<file path="src/hdl/capture_pulse_width_and_wheel_speed_top_assert.svh">
// Assertion macros shared by the capture block.
`ifndef CAPTURE_PULSE_WIDTH_AND_WHEEL_SPEED_TOP_ASSERT_SVH
`define CAPTURE_PULSE_WIDTH_AND_WHEEL_SPEED_TOP_ASSERT_SVH

// Same-cycle implication, disabled in reset.
`define CPWWS_ASSERT_IMPL(label, clk, rst, ante, cons, msg) \
   label: assert property (@(posedge clk) disable iff (rst) (ante) |-> (cons)) \
      else $error(msg);

// Next-cycle implication, disabled in reset.
`define CPWWS_ASSERT_NEXT(label, clk, rst, ante, cons, msg) \
   label: assert property (@(posedge clk) disable iff (rst) (ante) |=> (cons)) \
      else $error(msg);

`endif

</file>
<file path="src/hdl/cpwws_pkg.sv">
`timescale 1ns / 1ps

package cpwws_pkg;

   // input item: one capture event
   typedef struct packed {
      logic [1:0]  capture_channel;
      logic [31:0] capture_stamp;
      logic        capture_fault;
   } req_item_type;

   // result item
   typedef struct packed {
      logic [1:0] result_channel;
      logic [7:0] result_value;
   } rsp_item_type;

   // divider status toward the sequencer
   typedef struct packed {
      logic busy;
      logic done;
   } div_status_type;

   localparam int DIV_W     = 32;
   localparam int DIV_CNT_W = $clog2(DIV_W);

   localparam int WHEELS = 3;

   localparam logic [1:0]  RX_CHANNEL = 2'd0;
   localparam logic [31:0] PULSE_MIN  = 32'd100;
   localparam logic [31:0] PULSE_MAX  = 32'd200;
   localparam logic [7:0]  FORCE_MAX  = 8'd100;
   localparam logic [31:0] TIMER_HZ   = 32'd100000;

   // register indexes on the csr port
   localparam logic [1:0] CSR_HOLD_MASK = 2'd0;
   localparam logic [1:0] CSR_WHEEL0    = 2'd1;
   localparam logic [1:0] CSR_WHEEL1    = 2'd2;
   localparam logic [1:0] CSR_WHEEL2    = 2'd3;

endpackage

</file>
<file path="src/hdl/cpwws_divider.sv">
`timescale 1ns / 1ps

// Restoring divider, one quotient bit per cycle.
module cpwws_divider
   import cpwws_pkg::*;
(
   input  logic             clock,
   input  logic             reset,
   input  logic             start,
   input  logic [DIV_W-1:0] dividend,
   input  logic [DIV_W-1:0] divisor,
   output logic [DIV_W-1:0] quotient,
   output div_status_type   status
);

   logic [DIV_W-1:0]     qd_ff, qd_in;
   logic [DIV_W-1:0]     rem_ff, rem_in;
   logic [DIV_W-1:0]     dvs_ff, dvs_in;
   logic [DIV_CNT_W-1:0] cnt_ff, cnt_in;
   logic                 busy_ff, busy_in;
   logic                 done_ff, done_in;

   logic [DIV_W:0] trial;
   logic [DIV_W:0] diff;

   // one shift-subtract step
   always_comb begin
      trial   = {rem_ff, qd_ff[DIV_W-1]};
      diff    = trial - {1'b0, dvs_ff};
      qd_in   = qd_ff;
      rem_in  = rem_ff;
      dvs_in  = dvs_ff;
      cnt_in  = cnt_ff;
      busy_in = busy_ff;
      done_in = 1'b0;
      if (start) begin
         qd_in   = dividend;
         rem_in  = '0;
         dvs_in  = divisor;
         cnt_in  = '0;
         busy_in = 1'b1;
      end else if (busy_ff) begin
         // no borrow: divisor fits, take the difference
         if (!diff[DIV_W]) begin
            rem_in = diff[DIV_W-1:0];
            qd_in  = {qd_ff[DIV_W-2:0], 1'b1};
         end else begin
            rem_in = trial[DIV_W-1:0];
            qd_in  = {qd_ff[DIV_W-2:0], 1'b0};
         end
         cnt_in = cnt_ff + 1'b1;
         if (cnt_ff == DIV_CNT_W'(DIV_W - 1)) begin
            busy_in = 1'b0;
            done_in = 1'b1;
         end
      end
   end

   always_ff @(posedge clock) begin
      if (reset) begin
         busy_ff <= 1'b0;
         done_ff <= 1'b0;
         cnt_ff  <= '0;
      end else begin
         busy_ff <= busy_in;
         done_ff <= done_in;
         cnt_ff  <= cnt_in;
      end
      qd_ff  <= qd_in;
      rem_ff <= rem_in;
      dvs_ff <= dvs_in;
   end

   assign quotient    = qd_ff;
   assign status.busy = busy_ff;
   assign status.done = done_ff;

endmodule

</file>
<file path="src/hdl/capture_pulse_width_and_wheel_speed_top.sv">
// Capture decoder: channel 0 captures alternate rising/falling receiver edges and each
// falling edge yields a brake force unless hold bit 0 stops an in-range width;
// channels 1..3 count wheel sensor captures in batches of SAMPLES_PER_BATCH and each
// closed batch without fault or hold yields revolutions per second. Items are taken
// only while the sequencer is idle. A receiver capture that gives a result passes
// through S_EMIT, which hands the result to the output register. A closing wheel
// capture runs three divisions in turn (mean period, speed, per revolution) on one
// bit-serial divider that produces one quotient bit per cycle. Each division has a
// start, 32 quotient bits and the handoff back to the sequencer; a zero mean period
// skips the other two divisions and yields zero. The output register holds a result
// while the next item is accepted. A result that finds the output register still full
// waits until it drains, and input stays blocked while it waits.
`timescale 1ns / 1ps
`include "capture_pulse_width_and_wheel_speed_top_assert.svh"

module capture_pulse_width_and_wheel_speed_top
   import cpwws_pkg::*;
#(
   parameter int SAMPLES_PER_BATCH = 5
) (
   input  logic         clock,
   input  logic         reset,
   input  logic         req_valid,
   output logic         req_ready,
   input  req_item_type req_data,
   output logic         rsp_valid,
   input  logic         rsp_ready,
   output rsp_item_type rsp_data,
   input  logic         csr_we,
   input  logic [1:0]   csr_index,
   input  logic [7:0]   csr_wdata
);

   localparam int               CNT_W         = $clog2(SAMPLES_PER_BATCH);
   localparam logic [CNT_W-1:0] LAST_SAMPLE   = CNT_W'(SAMPLES_PER_BATCH - 1);
   localparam logic [DIV_W-1:0] BATCH_DIVISOR = DIV_W'(SAMPLES_PER_BATCH - 1);

   typedef enum logic [4:0] {
      S_IDLE = 5'b00001,
      S_DIVP = 5'b00010,
      S_DIVS = 5'b00100,
      S_DIVR = 5'b01000,
      S_EMIT = 5'b10000
   } state_type;

   state_type        state_ff, state_in;
   logic [3:0]       hold_ff, hold_in;
   logic [7:0]       ppr_ff [0:WHEELS-1];
   logic [7:0]       ppr_in [0:WHEELS-1];
   logic [CNT_W-1:0] count_ff [0:WHEELS-1];
   logic [CNT_W-1:0] count_in [0:WHEELS-1];
   logic [31:0]      first_ff [0:WHEELS-1];
   logic [31:0]      first_in [0:WHEELS-1];
   logic [31:0]      start_ff, start_in;
   logic             awaiting_ff, awaiting_in;
   logic [1:0]       wheel_ff, wheel_in;
   logic [1:0]       res_chan_ff, res_chan_in;
   logic [7:0]       res_value_ff, res_value_in;
   logic             rsp_valid_ff, rsp_valid_in;
   rsp_item_type     rsp_data_ff, rsp_data_in;
   logic             div_start_ff, div_start_in;
   logic [DIV_W-1:0] div_dividend_ff, div_dividend_in;
   logic [DIV_W-1:0] div_divisor_ff, div_divisor_in;

   logic [DIV_W-1:0] div_quot;
   div_status_type   div_status;
   logic [31:0]      pulse_width;
   logic [1:0]       wheel_idx;

   cpwws_divider u_divider (
      .clock    (clock),
      .reset    (reset),
      .start    (div_start_ff),
      .dividend (div_dividend_ff),
      .divisor  (div_divisor_ff),
      .quotient (div_quot),
      .status   (div_status)
   );

   assign pulse_width = req_data.capture_stamp - start_ff;
   assign wheel_idx   = req_data.capture_channel - 2'd1;
   assign req_ready   = (state_ff == S_IDLE);

   // sequencer, batch counters and csr writes
   always_comb begin
      state_in        = state_ff;
      hold_in         = hold_ff;
      ppr_in          = ppr_ff;
      count_in        = count_ff;
      first_in        = first_ff;
      start_in        = start_ff;
      awaiting_in     = awaiting_ff;
      wheel_in        = wheel_ff;
      res_chan_in     = res_chan_ff;
      res_value_in    = res_value_ff;
      rsp_valid_in    = rsp_valid_ff;
      rsp_data_in     = rsp_data_ff;
      div_start_in    = 1'b0;
      div_dividend_in = div_dividend_ff;
      div_divisor_in  = div_divisor_ff;

      // output register drains
      if (rsp_valid_ff && rsp_ready) begin
         rsp_valid_in = 1'b0;
      end

      unique case (state_ff)
         S_IDLE: begin
            if (req_valid) begin
               if (req_data.capture_channel == RX_CHANNEL) begin
                  if (!awaiting_ff) begin
                     start_in    = req_data.capture_stamp;
                     awaiting_in = 1'b1;
                  end else begin
                     awaiting_in = 1'b0;
                     res_chan_in = RX_CHANNEL;
                     if (pulse_width < PULSE_MIN) begin
                        res_value_in = '0;
                        state_in     = S_EMIT;
                     end else if (pulse_width > PULSE_MAX) begin
                        res_value_in = FORCE_MAX;
                        state_in     = S_EMIT;
                     end else if (!hold_ff[0]) begin
                        // width is at most 200 here, so 8 bits carry it
                        res_value_in = pulse_width[7:0] - PULSE_MIN[7:0];
                        state_in     = S_EMIT;
                     end
                  end
               end else if (ppr_ff[wheel_idx] != 8'd0) begin
                  if (count_ff[wheel_idx] == '0) begin
                     first_in[wheel_idx] = req_data.capture_stamp;
                  end
                  if (count_ff[wheel_idx] == LAST_SAMPLE) begin
                     count_in[wheel_idx] = '0;
                     if (!req_data.capture_fault && !hold_ff[req_data.capture_channel]) begin
                        div_start_in    = 1'b1;
                        div_dividend_in = req_data.capture_stamp - first_ff[wheel_idx];
                        div_divisor_in  = BATCH_DIVISOR;
                        wheel_in        = wheel_idx;
                        res_chan_in     = req_data.capture_channel;
                        state_in        = S_DIVP;
                     end
                  end else begin
                     count_in[wheel_idx] = count_ff[wheel_idx] + 1'b1;
                  end
               end
            end
         end
         S_DIVP: begin
            if (div_status.done) begin
               if (div_quot == '0) begin
                  res_value_in = '0;
                  state_in     = S_EMIT;
               end else begin
                  div_start_in    = 1'b1;
                  div_dividend_in = TIMER_HZ;
                  div_divisor_in  = div_quot;
                  state_in        = S_DIVS;
               end
            end
         end
         S_DIVS: begin
            if (div_status.done) begin
               div_start_in    = 1'b1;
               div_dividend_in = div_quot;
               div_divisor_in  = DIV_W'(ppr_ff[wheel_ff]);
               state_in        = S_DIVR;
            end
         end
         S_DIVR: begin
            if (div_status.done) begin
               res_value_in = div_quot[7:0];
               state_in     = S_EMIT;
            end
         end
         S_EMIT: begin
            if (!rsp_valid_ff || rsp_ready) begin
               rsp_valid_in               = 1'b1;
               rsp_data_in.result_channel = res_chan_ff;
               rsp_data_in.result_value   = res_value_ff;
               state_in                   = S_IDLE;
            end
         end
         default: begin
            state_in = S_IDLE;
         end
      endcase

      // register writes
      if (csr_we) begin
         unique case (csr_index)
            CSR_HOLD_MASK: hold_in   = csr_wdata[3:0];
            CSR_WHEEL0:    ppr_in[0] = csr_wdata;
            CSR_WHEEL1:    ppr_in[1] = csr_wdata;
            CSR_WHEEL2:    ppr_in[2] = csr_wdata;
            default:       hold_in   = hold_ff;
         endcase
      end
   end

   always_ff @(posedge clock) begin
      if (reset) begin
         state_ff     <= S_IDLE;
         hold_ff      <= '0;
         start_ff     <= '0;
         awaiting_ff  <= 1'b0;
         rsp_valid_ff <= 1'b0;
         div_start_ff <= 1'b0;
         for (int i = 0; i < WHEELS; i++) begin
            ppr_ff[i]   <= '0;
            count_ff[i] <= '0;
         end
      end else begin
         state_ff     <= state_in;
         hold_ff      <= hold_in;
         start_ff     <= start_in;
         awaiting_ff  <= awaiting_in;
         rsp_valid_ff <= rsp_valid_in;
         div_start_ff <= div_start_in;
         ppr_ff       <= ppr_in;
         count_ff     <= count_in;
      end
      first_ff        <= first_in;
      wheel_ff        <= wheel_in;
      res_chan_ff     <= res_chan_in;
      res_value_ff    <= res_value_in;
      rsp_data_ff     <= rsp_data_in;
      div_dividend_ff <= div_dividend_in;
      div_divisor_ff  <= div_divisor_in;
   end

   assign rsp_valid = rsp_valid_ff;
   assign rsp_data  = rsp_data_ff;

   // checks
   `CPWWS_ASSERT_IMPL(a_div_start_free, clock, reset, div_start_ff, !div_status.busy, "divider restarted while busy")
   `CPWWS_ASSERT_IMPL(a_div_done_state, clock, reset, div_status.done, (state_ff == S_DIVP || state_ff == S_DIVS || state_ff == S_DIVR), "divider done outside a division state")
   `CPWWS_ASSERT_IMPL(a_force_range, clock, reset, rsp_valid_ff && rsp_data_ff.result_channel == RX_CHANNEL, rsp_data_ff.result_value <= FORCE_MAX, "brake force out of range")
   `CPWWS_ASSERT_NEXT(a_emit_loads, clock, reset, state_ff == S_EMIT && (!rsp_valid_ff || rsp_ready), rsp_valid_ff && state_ff == S_IDLE, "result not loaded into output register")

endmodule
</file>
<file path="config.mk">
export PLATFORM = sky130hd
export DESIGN_NAME = capture_pulse_width_and_wheel_speed_top
export DESIGN_NICKNAME = d
export VERILOG_FILES = /design/src/hdl/cpwws_pkg.sv /design/src/hdl/cpwws_divider.sv /design/src/hdl/capture_pulse_width_and_wheel_speed_top.sv
export VERILOG_INCLUDE_DIRS = /design/src /design/src/hdl
export SDC_FILE = /design/constraint.sdc
export NUM_CORES = 1
export LEC_CHECK = 0
export ABC_CLOCK_PERIOD_IN_PS = 22200
export BUFFER_PORTS_ARGS = -buffer_cell sky130_fd_sc_hd__buf_2
export CAP_MARGIN = 20
export CORE_UTILIZATION = 35
export DETAILED_ROUTE_END_ITERATION = 6
export GPL_TIMING_DRIVEN = 0
export SYNTH_ARGS = -nofsm -noshare
export SYNTH_HDL_FRONTEND = slang
export SYNTH_SLANG_ARGS = --single-unit
</file>
<file path="constraint.sdc">
create_clock -name clock -period 22.2 [get_ports clock]
set_clock_uncertainty 0.1 [all_clocks]
set_input_delay 0 -clock clock [delete_from_list [all_inputs] [get_ports clock]]
set_output_delay 0 -clock clock [all_outputs]
set_load 0.01 [all_outputs]
</file>
==> impl_results.md <==
* Area Overhead vs Synth at 15.96%
* Vias in the first global route at 14730
* Hold violation count in the final report at 0
* Diode count at 0
* Worst-Skew Late Latency at 0.57 ns
* Pin count of the biggest net entering global routing at 34
* Ys async rst share at 0%
* CTS tree: built
* Hold WS at 0.07295 ns
* Die X at 240.1 µm
* Setup violators final at 0
* Beginning of the worst hold path: reset
* Yosys warning count at 0
* Max-slew headroom at 22.08%
* WL final at 49680 µm
* Fmax at 142.5 MHz
* Gr usage total at 17.30%
* Fin nets at 2250
* Most common cell after layout, fill and taps aside: edfxtp_1
* Pwr dens at 102.8 nW/µm²
* Clock Root Buffer: clkbuf_16
* Clock transition at the registers of the reported paths at 0.06 ns
* # clock sinks at 362
* Most frequent cells in the layout: edfxtp_1, nand2_1, nor2_1, a21oi_1, dfxtp_1
* Wire per inst at 17.28 µm
* Post-CTS setup buffer count at 0
* FF-to-FF setup slack at 18.08 ns
* Post-synthesis average cell area at 10.30 µm²
* DIE HEIGHT at 240.1 µm
* Number of flops mapped to enable cells by yosys at 246
* Seq/Total Area, Yosys at 48.92%
* CP Data Arrival Time at 7.23 ns
* CTS Hold Buffers Added at 48
* Mapped Cells at 1927
* Nature of the critical path endpoint: register
* Final Max Tran Viols at 0
* Crit path launch type: input pin
* GRT overflow at 0
* Starting Density at 35.74%
* Total CTS buffers at 41
* H-tree levels at 2
* WP data required at 22.42 ns
* Min-Delay Endpoint: state_ff[0]
* Total I/O pin count at 62
* Post-CTS Resized at 0
* Min Clock Period, post-route at 7.016 ns
* Seq cells post-synth at 362
* Hold depth at 3
* R2R cell count at 14
* Fin crit share at 31.60%
* Max IR drop VDD at 54.46 µV
* Post-route ant nets at 0
* RSZ-0062 raised after global routing: no
* Status: completed
* Number of port buffers at 60
* CORE AREA at 55520 µm²
* Total number of vias at 14920
* First-pass DRT Iterations at 5
* Syn_nets at 2084
* Worst Tran Pin Value at 1.160 ns
* Worst R2R Start: state_ff[4]
* Fraction of layout cells with a size suffix above 1 at 10.96%
* Drc violations at 0
* Rows at 86
* Unique cell type count in the Yosys netlist at 96
* Leakage at 8.717 nW
* Via density at 5.191
* Critical Path Fanout Max at 12
* GP Congestion at 0.9173
* Initial antenna violation count at 0
* Number of max-cap violations at 0
* Maximum root-to-sink buffer count at 3
* First-pass GRT wire length at 79200 µm
* Dpl hpwl at 37350 µm
* Post-synth top flop: edfxtp_1
* Utilization after layout at 41.45%
* Initial detailed-routing violation count at 1012
* Worst Hold Class: in2reg
* Worst flop-to-flop path endpoint: div_divisor_ff[25]
* Fillers at 5458
* Setup_tns at 0 ns
* Crit Path Class: in2reg
* Netlist Area Pre-Place at 19850 µm²
* Die Area at 57660 µm²
[state kept, by name, indices dropped and copies added (netlist names), 2 cells and up]
name / flops
count_ff: 9
div_dividend_ff: 32
div_divisor_ff: 32
first_ff: 96
hold_ff: 4
ppr_ff: 24
res_chan_ff: 2
res_value_ff: 8
rsp_data: 10
start_ff: 32
state_ff: 5
u_divider.cnt_ff: 5
u_divider.dvs_ff: 32
u_divider.quotient: 32
u_divider.rem_ff: 32
wheel_ff: 2
[metrics by stage]
step	setup slack [ns]	instance area (µm²)	std cells	total power, mW
after floorplan	13.93	19850	1927	1.513
after global placement	10.15	21080	2735	1.695
after detailed placement	15.10	21240	2750	1.715
after CTS	15.19	23010	2874	2.382
after global routing	14.77	23010	2874	2.507
final	15.18	23010	2874	2.366
[how the worst max path moves through the flow]
stage / slack (ns) / start / end / depth (start not counted)
after floorplan: 13.93 / req_data[33] / div_dividend_ff[0] / 11
after global placement: 10.15 / req_data[33] / div_divisor_ff[25] / 12
after detailed placement: 15.10 / req_data[33] / div_dividend_ff[30] / 21
after CTS: 15.19 / req_data[33] / div_dividend_ff[30] / 22
after global routing: 14.77 / req_data[33] / div_dividend_ff[30] / 22
final: 15.18 / req_data[33] / div_dividend_ff[30] / 22
[area by class of cell]
class	instances	area, µm²	area share, %
Inverter	102	382.9	1.664
Clock inverter	19	157.7	0.6850
Clock buffer	57	1137	4.942
Buffer	84	371.6	1.615
Timing Repair Buffer	123	913.4	3.969
Tap cell	748	935.9	4.067
Sequential cell	362	9709	42.19
Multi-Input combinational cell	1379	9405	40.87
[kinds of logic (layout without fill, tap and decap cells)]
logic type	count (synthesis)	in the layout	share of synthesized area [%]
adder cells (fa/ha/maj)	107	107	6.859
AND/OR/NAND/NOR	568	568	13.50
AO/OA/AOI/OAI	487	487	16.18
buffers and inverters	186	385	3.802
XOR/XNOR	78	78	3.442
flip-flops	362	362	48.92
multiplexers	139	139	7.300
[power by group]
group          total [mW]  internal (mW)  switching [mW]
combinational       0.805          0.337           0.468
clock               0.654          0.373           0.281
sequential          0.907          0.847          0.0593
total                2.37           1.56           0.808
[synth_stat cells, drive strengths merged (22+ instances only)]
master | number | area share, %
buf | 22 | 0.70
nor2 | 179 | 3.4
clkbuf | 62 | 1.2
xnor2 | 37 | 1.6
a21o | 36 | 1.4
nor3 | 26 | 0.74
dfxtp | 116 | 12
a211oi | 39 | 1.5
xor2 | 41 | 1.8
nand2b | 28 | 0.88
mux2i | 102 | 5.1
nand3 | 27 | 0.68
nand2 | 178 | 3.4
and2 | 31 | 0.98
a21oi | 159 | 4.0
mux2 | 36 | 2.0
o21ai | 81 | 2.1
edfxtp | 246 | 37
inv | 100 | 1.9
ha | 104 | 6.6
[worst max-delay path, stage by stage]
cell	delay [ns]
dlygate4sd3_1	0.52
buf_2	0.13
clkbuf_1	0.38
clkinv_1	0.59
clkbuf_1	0.44
ha_1	0.40
clkbuf_1	0.65
clkbuf_1	0.68
mux2i_1	0.27
nor2_1	0.07
a21oi_1	0.14
ha_1	0.29
nor2b_1	0.17
o31a_1	0.27
o31ai_1	0.46
a21oi_1	0.20
a31oi_1	0.40
o21ai_1	0.16
o41ai_1	0.46
o21ai_1	0.16
xor2_1	0.18
a22o_1	0.20
[routing by layer]
| metal | share of wire [%] | up-vias | track usage, % | wire length [µm] |
|---|---|---|---|---|
| li1 | - | 7410 | - | - |
| met1 | 44 | 7126 | 21.75 | 21620 |
| met2 | 50 | 317 | 30.46 | 24740 |
| met3 | 4.3 | 66 | 2.158 | 2142 |
| met4 | 2.4 | 0 | 5.887 | 1176 |
| met5 | 0 | - | 0 | 0 |
(Power assumes the default switching activity.)
